`config.mk`:
```
export PLATFORM = sky130hd
export DESIGN_NAME = bcmf_ctrl
export DESIGN_NICKNAME = d
export VERILOG_FILES = /design/src/rtl/bcmf_pkg.sv /design/src/rtl/bcmf_ctrl.sv
export SDC_FILE = /design/constraint.sdc
export NUM_CORES = 1
export LEC_CHECK = 0
export BUFFER_PORTS_ARGS = -buffer_cell sky130_fd_sc_hd__clkbuf_2
export CAP_MARGIN = 0
export CORE_MARGIN = 3
export CORE_UTILIZATION = 44
export DETAILED_ROUTE_END_ITERATION = 10
export PLACE_DENSITY_LB_ADDON = 0.08
export REMOVE_ABC_BUFFERS = 1
export SLEW_MARGIN = 20
export SYNTH_ARGS = -nofsm -noshare
export SYNTH_HDL_FRONTEND = slang
export SYNTH_SLANG_ARGS = --single-unit
```
`constraint.sdc`:
```
create_clock -name i_clk -period 2.45 [get_ports i_clk]
set_input_delay 0.735 -clock i_clk [delete_from_list [all_inputs] [get_ports i_clk]]
set_output_delay 0.735 -clock i_clk [all_outputs]
set_load 0.005 [all_outputs]
```
`src/rtl/bcmf_pkg.sv`:
```
`default_nettype none
// ----------------------------------------------------------------------------
// bcmf_pkg: shared types, constants and tables of the beam/cell measurement filter
// Holds the field widths, the conversion and filter-weight tables, and the
// command and status words that pass between the controller and the datapath.
// ----------------------------------------------------------------------------
package bcmf_pkg;

    // Field and storage widths.
    localparam int MAX_BEAMS  = 64;
    localparam int BEAM_W     = 6;
    localparam int SLOT_W     = 7;
    localparam int MAX_AVG    = 32;
    localparam int AVG_W      = 6;
    localparam int QC_W       = 7;
    localparam int POWER_W    = 56;
    localparam int OUT_W      = 52;
    localparam int SUM_W      = POWER_W + AVG_W;
    localparam int DB_W       = 13;
    localparam int X_W        = 12;
    localparam int Q_W        = 4;
    localparam int R_W        = 8;
    localparam int K_W        = 5;
    localparam int ALPHA_W    = 17;
    localparam int CNT_W      = 6;

    localparam logic signed [DB_W-1:0] DB_MIN = -13'sd2560;
    localparam logic signed [DB_W-1:0] DB_MAX = -13'sd480;
    localparam logic [K_W-1:0] K_MAX = 5'd19;
    localparam logic [QC_W-1:0] QC_MAX = 7'd127;
    localparam logic [CNT_W-1:0] DIV_LAST = CNT_W'(SUM_W - 1);

    // Configuration register file seen by the datapath.
    typedef struct packed {
        logic [K_W-1:0]           coeff_index;
        logic signed [DB_W-1:0]   threshold_db;
        logic [AVG_W-1:0]         max_avg;
        logic [SLOT_W-1:0]        beams_in_use;
    } t_cfg;

    // Commands from the controller, one strobe per datapath step.
    typedef struct packed {
        logic load;
        logic conv1;
        logic conv2;
        logic conv3;
        logic conv4;
        logic fa;
        logic fb;
        logic fc;
        logic fd;
        logic sel_cell;
        logic upd;
        logic setn;
        logic sum_step;
        logic div_init;
        logic div_step;
        logic cell_load;
        logic slot_end;
        logic apply_cell;
        logic out_load;
    } t_cmd;

    // Status back to the controller.
    typedef struct packed {
        logic beams_started;
        logic cell_started;
        logic slot_done;
        logic n_zero;
        logic sum_done;
        logic div_last;
        logic out_busy;
    } t_stat;

    // Whole-decibel steps, 10^(d/10) in Q28.
    function automatic logic [31:0] dec_tab(input logic [3:0] d);
        logic [31:0] v;
        case (d)
            4'd0:    v = 32'd268435456;
            4'd1:    v = 32'd337940217;
            4'd2:    v = 32'd425441527;
            4'd3:    v = 32'd535599149;
            4'd4:    v = 32'd674279380;
            4'd5:    v = 32'd848867446;
            4'd6:    v = 32'd1068660799;
            4'd7:    v = 32'd1345364236;
            4'd8:    v = 32'd1693713225;
            4'd9:    v = 32'd2132258619;
            default: v = 32'd0;
        endcase
        return v;
    endfunction

    // Sixteenth-decibel steps, 10^(f/160) in Q28.
    function automatic logic [31:0] sub_tab(input logic [3:0] f);
        logic [31:0] v;
        case (f)
            4'd0:    v = 32'd268435456;
            4'd1:    v = 32'd272326484;
            4'd2:    v = 32'd276273913;
            4'd3:    v = 32'd280278561;
            4'd4:    v = 32'd284341257;
            4'd5:    v = 32'd288462842;
            4'd6:    v = 32'd292644171;
            4'd7:    v = 32'd296886109;
            4'd8:    v = 32'd301189535;
            4'd9:    v = 32'd305555340;
            4'd10:   v = 32'd309984429;
            4'd11:   v = 32'd314477717;
            4'd12:   v = 32'd319036137;
            4'd13:   v = 32'd323660633;
            4'd14:   v = 32'd328352161;
            default: v = 32'd333111694;
        endcase
        return v;
    endfunction

    // Filter weight 2^(-k/4) in Q16.
    function automatic logic [ALPHA_W-1:0] alpha_tab(input logic [K_W-1:0] k);
        logic [ALPHA_W-1:0] v;
        case (k)
            5'd0:    v = 17'd65536;
            5'd1:    v = 17'd55109;
            5'd2:    v = 17'd46341;
            5'd3:    v = 17'd38968;
            5'd4:    v = 17'd32768;
            5'd5:    v = 17'd27554;
            5'd6:    v = 17'd23170;
            5'd7:    v = 17'd19484;
            5'd8:    v = 17'd16384;
            5'd9:    v = 17'd13777;
            5'd10:   v = 17'd11585;
            5'd11:   v = 17'd9742;
            5'd12:   v = 17'd8192;
            5'd13:   v = 17'd6889;
            5'd14:   v = 17'd5793;
            5'd15:   v = 17'd4871;
            5'd16:   v = 17'd4096;
            5'd17:   v = 17'd3444;
            5'd18:   v = 17'd2896;
            default: v = 17'd2435;
        endcase
        return v;
    endfunction

    // Powers of five for the ten-decibel decades.
    function automatic logic [31:0] pow5(input logic [Q_W-1:0] q);
        logic [31:0] v;
        case (q)
            4'd0:    v = 32'd1;
            4'd1:    v = 32'd5;
            4'd2:    v = 32'd25;
            4'd3:    v = 32'd125;
            4'd4:    v = 32'd625;
            4'd5:    v = 32'd3125;
            4'd6:    v = 32'd15625;
            4'd7:    v = 32'd78125;
            4'd8:    v = 32'd390625;
            4'd9:    v = 32'd1953125;
            4'd10:   v = 32'd9765625;
            4'd11:   v = 32'd48828125;
            4'd12:   v = 32'd244140625;
            default: v = 32'd1220703125;
        endcase
        return v;
    endfunction

endpackage
`default_nettype wire

```
`src/rtl/bcmf_ctrl.sv`:
```
`default_nettype none
// ----------------------------------------------------------------------------
// bcmf_ctrl: sequencer of the beam/cell measurement filter
// Steps the datapath through conversion, beam filtering, top-N update and,
// at a slot's last beam, summing, division and cell filtering.
// ----------------------------------------------------------------------------
module bcmf_ctrl import bcmf_pkg::*; (
    input  logic  i_clk,
    input  logic  i_rst_n,
    input  logic  i_in_valid,
    output logic  o_in_ready,
    input  t_stat i_stat,
    output t_cmd  o_cmd
);

    localparam logic [4:0] ST_IDLE  = 5'd0;
    localparam logic [4:0] ST_CONV1 = 5'd1;
    localparam logic [4:0] ST_CONV2 = 5'd2;
    localparam logic [4:0] ST_CONV3 = 5'd3;
    localparam logic [4:0] ST_CONV4 = 5'd4;
    localparam logic [4:0] ST_FA    = 5'd5;
    localparam logic [4:0] ST_FB    = 5'd6;
    localparam logic [4:0] ST_FC    = 5'd7;
    localparam logic [4:0] ST_FD    = 5'd8;
    localparam logic [4:0] ST_UPD   = 5'd9;
    localparam logic [4:0] ST_SETN  = 5'd10;
    localparam logic [4:0] ST_SUM   = 5'd11;
    localparam logic [4:0] ST_DIV   = 5'd12;
    localparam logic [4:0] ST_CELL  = 5'd13;
    localparam logic [4:0] ST_SEND  = 5'd14;
    localparam logic [4:0] ST_FIN   = 5'd15;

    logic [4:0] r_state, n_state;
    logic       r_cell, n_cell;

    // State register.
    always_ff @(posedge i_clk) begin
        if (!i_rst_n) begin
            r_state <= ST_IDLE;
            r_cell  <= 1'b0;
        end else begin
            r_state <= n_state;
            r_cell  <= n_cell;
        end
    end

    assign o_in_ready = (r_state == ST_IDLE);

    // Next state and command decode.
    always_comb begin
        n_state = r_state;
        n_cell  = r_cell;
        o_cmd   = '0;
        o_cmd.sel_cell   = r_cell;
        o_cmd.apply_cell = r_cell;
        case (r_state)
            ST_IDLE: begin
                if (i_in_valid) begin
                    o_cmd.load = 1'b1;
                    n_cell     = 1'b0;
                    n_state    = ST_CONV1;
                end
            end
            ST_CONV1: begin
                o_cmd.conv1 = 1'b1;
                n_state     = ST_CONV2;
            end
            ST_CONV2: begin
                o_cmd.conv2 = 1'b1;
                n_state     = ST_CONV3;
            end
            ST_CONV3: begin
                o_cmd.conv3 = 1'b1;
                n_state     = ST_CONV4;
            end
            ST_CONV4: begin
                o_cmd.conv4 = 1'b1;
                n_state     = i_stat.beams_started ? ST_FA : ST_UPD;
            end
            ST_FA: begin
                o_cmd.fa = 1'b1;
                n_state  = ST_FB;
            end
            ST_FB: begin
                o_cmd.fb = 1'b1;
                n_state  = ST_FC;
            end
            ST_FC: begin
                o_cmd.fc = 1'b1;
                n_state  = ST_FD;
            end
            ST_FD: begin
                o_cmd.fd = 1'b1;
                n_state  = r_cell ? ST_SEND : ST_UPD;
            end
            ST_UPD: begin
                o_cmd.upd = 1'b1;
                n_state   = i_stat.slot_done ? ST_SETN : ST_FIN;
            end
            ST_SETN: begin
                o_cmd.setn = 1'b1;
                n_state    = ST_SUM;
            end
            ST_SUM: begin
                if (!i_stat.sum_done) begin
                    o_cmd.sum_step = 1'b1;
                end else if (i_stat.n_zero) begin
                    n_state = ST_SEND;
                end else begin
                    o_cmd.div_init = 1'b1;
                    n_state        = ST_DIV;
                end
            end
            ST_DIV: begin
                o_cmd.div_step = 1'b1;
                if (i_stat.div_last) begin
                    n_state = ST_CELL;
                end
            end
            ST_CELL: begin
                // First average loads the cell estimate; later ones are filtered.
                if (i_stat.cell_started) begin
                    n_cell  = 1'b1;
                    n_state = ST_FA;
                end else begin
                    o_cmd.cell_load = 1'b1;
                    n_state         = ST_SEND;
                end
            end
            ST_SEND: begin
                o_cmd.slot_end = 1'b1;
                n_state        = ST_FIN;
            end
            ST_FIN: begin
                if (!i_stat.out_busy) begin
                    o_cmd.out_load = 1'b1;
                    n_state        = ST_IDLE;
                end
            end
            default: begin
                n_state = ST_IDLE;
            end
        endcase
    end

endmodule
`default_nettype wire

```
# Word-level counts from Yosys, hierarchy flattened
# Cells that the tools add are included.
[totals]
wordCells = 61
in_bits = 10
out_inout_bits = 20
reg_bits = 6
[op_classes]
n_eq_ne = 20
muxes = 35
n_reduce_logical = 4
[op_table]
columns = ["cell", "count"]
rows = [
  ["$pmux 5 s16", 1],
  ["$eq 5x4->1 const B", 8],
  ["$mux 1", 23],
  ["$eq 5x3->1 const B", 4],
  ["$mux 5", 4],
  ["$eq 5x2->1 const B", 2],
  ["$ne 2x2->1 const B", 5],
  ["$mux 4", 2],
  ["$mux 3", 2],
  ["$eq 5x1->1 const B", 1],
  ["$logic_not 5->1", 1],
  ["$mux 2", 2],
  ["$reduce_and 4->1", 1],
  ["$reduce_and 3->1", 1],
  ["$pmux 1 s2", 1],
  ["$reduce_bool 2->1", 1],
]

# Longest topological paths before layout
[logic_depth]
depth_word = 3
mapped_depth = 6
ltp_nobuf = 4

# Least setup slack after synthesis
# Ideal clock, no wire load.
[synth_timing]
path_kind = "input to output"
from = "input i_stat[2] (netlist bit)"
to = "output o_cmd[5] (netlist bit)"
n_path_buf = 0
required_time_ps = 1715
arrival_time_ps = 1052
stages = 2
slack_ps = 663
cell_sequence = "inv_1 -> nor4_1"
[synth_rtl]
columns = ["item", "line_no", "text"]
rows = [
  ["start: declaration", "bcmf_ctrl.sv:12", "input t_stat i_stat,"],
  ["end: declaration", "bcmf_ctrl.sv:13", "output t_cmd o_cmd"],
]

==> results.txt <==
Outcome: completed
Net switching power figure: 0.105 mW
Area share of fa/ha/maj cells after synthesis: 0
Average cell area after synthesis: 7.63 µm²
Initial DRT Pass Iterations: 4
Final worst path period share: 0.886
Clk Tree Root Cell: sky130_fd_sc_hd__clkbuf_4
TritonCTS clock tree: built
R2r startpoint: r_state[1]$_SDFFE_PN0P_
Most common library cell in the layout ignoring fill and taps: sky130_fd_sc_hd__clkbuf_2
Via count of the first global-routing pass: 576
Power per cell area: 414 nW/µm²
Relative contribution of sequential cells to total power: 0.332
DRC violations left: 0
Final net count: 119
Highest net fanout along the worst path: 14
Total Power: 0.307 mW
Iteration-0 DRC count of the detailed router: 31
Post-route worst setup slack: 0.279 ns
Setup TNS: 0 ns
Die Footprint: 1890 µm²
Cell area after synthesis: 618 µm²
Number of buffers inserted by post-CTS setup repair: 0
Latest clock arrival within the worst-skew pair: 0.25 ns
Internal portion of total power: 0.202 mW
Final worst hold slack: 0.708 ns
Crit path kind: reg -> out
Antenna violations before repair: 0
DP Worst Slack: 0.397 ns
Final core occ: 0.608
Crit path required time: 1.71 ns
Number of synthesized flops with an enable pin: 0
Cts-stage hold buffer count: 0
Dominant synthesized flop cell: sky130_fd_sc_hd__dfxtp_1
Fraction of registers with async set or reset after synthesis: 0
Total number of vias: 674
Die Height: 43.5 µm
Area of the core region: 1220 µm²
H-tree lvl count: 1
Max Fclk: 461 MHz
Avg Vias per Cell: 5.52
Minimum clock period: 2.17 ns
Finish-stage setup viols: 0
Half-perimeter wire length after detailed placement: 1190 µm
DRT Wirelength: 1570 µm
Overall die width: 43.5 µm
Highest-count cells in the layout ignoring fill and taps: sky130_fd_sc_hd__clkbuf_2 (29), sky130_fd_sc_hd__nor2_1 (11), sky130_fd_sc_hd__nor3_1 (7), sky130_fd_sc_hd__nand2_1 (6), sky130_fd_sc_hd__o21ai_0 (6)
Post-layout instance count excluding filler cells: 122
Total global routing overflow: 0
RePlAce Congestion: 0.858
Post-synthesis cell count: 81
Combined global-route utilization of all metal layers: 0.179
Io pins: 30
CTS-repair resized insts: 0
Unrepaired setup endpoints after global routing: no
Flip-flop and latch count after synthesis: 5
Number of clock buffers inserted by TritonCTS: 3
Critical Path AT: 1.44 ns
Cell-by-cell listing of the critical path: or2_4, nor4b_4, clkbuf_2
Synth Area in Compound Gates: 0.281
Area grow syn2layout: 19.6%
Clock Sink Count: 5
Crit-path max cell delay: 0.43 ns
Highest-delay cell along the critical path: sky130_fd_sc_hd__dfxtp_1
Share of total power consumed by net switching: 0.342
Kind of capture point of the worst setup path: output port
Final ANT Viol Nets: 0
Min-delay worst type: reg -> reg
Total of warnings raised by yosys: 0
Placed Instance Area: 713 µm²
Share of the yosys chip area belonging to registers: 0.162
Critical Path Source Type: flip-flop
# placed instances: 118
I/O Buffers: 29
Final-report hold violation count: 0
Count of standard-cell rows: 12
Relative contribution of the clock network to total power: 0.311
Mux cell area share after synthesis: 0
Worst Tran Pin Value: 0.438 ns
Timing startpoint of the critical path: r_state[1]$_SDFFE_PN0P_
Synthesized-area fraction occupied by and/or/nand/nor cells: 0.379
Cell variety after synth: 36
Relative slew margins: 0.708
Share of layout cells above drive strength 1: 0.389
Clock-pin slew of the registers on the worst-case setup and hold paths: 0.04 ns
Min-Delay Startpoint: r_cell$_SDFFE_PN0P_
Wire per inst: 12.9 µm
Maximum number of pins on one net before global-route repair: 16
P_leak: 0.318 nW
Global-route wire length before repair: 2600 µm
Peak VDD IR: 0.350 mV
Number of buffers between clock root and the deepest sink: 2
Finished layout cell area: 739 µm²
Total inserted antenna cells: 0
Max-cap violations: 0
Post-Synth XOR/XNOR Area: 0.0142
Combinational share of power: 0.356
Final-report max-slew violation count: 0
Combinational family with the most area after synthesis: simple AND/OR/NAND/NOR gates
Initial core utilization: 0.508
Maximum clock skew at final layout: 0.00413 ns
==> final timing paths <==
kind	to	slack (ns)	cells past startpoint
setup / recovery	o_cmd[18]	0.28	3
setup reg to reg	r_state[2]$_SDFFE_PN0P_	0.85	4
hold / removal	r_cell$_SDFFE_PN0P_	0.71	3
hold reg to reg	r_cell$_SDFFE_PN0P_	0.71	3
==> state kept, by name, indices dropped and copies added (netlist names) <==
register and flops:
r_cell 1, r_state 4
==> routing by layer <==
metal / share of wire / global-route usage / vias to the layer above
li1: - / - / 341
met1: 0.44 / 0.233 / 289
met2: 0.44 / 0.268 / 40
met3: 0.099 / 0.0539 / 4
met4: 0.015 / 0.0843 / 0
met5: 0 / 0 / -
==> cell usage after synthesis (2+ instances only) <==
cell type / n / share of area
sky130_fd_sc_hd__nor2_1: 11 / 0.067
sky130_fd_sc_hd__nor3_1: 7 / 0.057
sky130_fd_sc_hd__nand2_1: 6 / 0.036
sky130_fd_sc_hd__o21ai_0: 6 / 0.049
sky130_fd_sc_hd__dfxtp_1: 5 / 0.16
sky130_fd_sc_hd__inv_1: 5 / 0.030
sky130_fd_sc_hd__a32o_1: 3 / 0.049
sky130_fd_sc_hd__buf_6: 3 / 0.055
sky130_fd_sc_hd__nand2b_1: 3 / 0.030
sky130_fd_sc_hd__a21oi_1: 2 / 0.016
sky130_fd_sc_hd__buf_4: 2 / 0.024
sky130_fd_sc_hd__nand3b_1: 2 / 0.024
sky130_fd_sc_hd__o22ai_1: 2 / 0.020
sky130_fd_sc_hd__or3_1: 2 / 0.020
==> power groups by stage <==
stage | combinational (mW) | clock (mW) | sequential [mW]
2_1_floorplan | 0.0705 | 0 | 0.103
3_3_place_gp | 0.109 | 0 | 0.103
3_5_place_dp | 0.110 | 0 | 0.103
4_1_cts | 0.110 | 0.101 | 0.102
5_1_grt | 0.121 | 0.107 | 0.103
6_report | 0.109 | 0.0954 | 0.102
==> cell families after synthesis <==
| family | Yosys count |
|---|---|
| flip-flops | 5 |
| AND/OR/NAND/NOR | 40 |
| AO/OA/AOI/OAI | 22 |
| buffers and inverters | 13 |
| XOR/XNOR | 1 |
==> worst max-delay path, delay by kind of cell, from the launching register on <==
| family | cells | cell delay, ns |
|---|---|---|
| flip-flops | 1 | 0.43 |
| buffers and inverters | 1 | 0.16 |
| AND/OR/NAND/NOR | 2 | 0.60 |
==> layout make-up <==
cell class | count | area (µm²)
repair buffers | 31 | 160
flip-flops and latches | 5 | 100
fillers | 113 | 477
multi-input cells | 63 | 417
clock buffers | 4 | 26.3
inverters | 5 | 18.8
well taps | 14 | 17.5
Note: power is estimated with default switching activity, not from simulation.
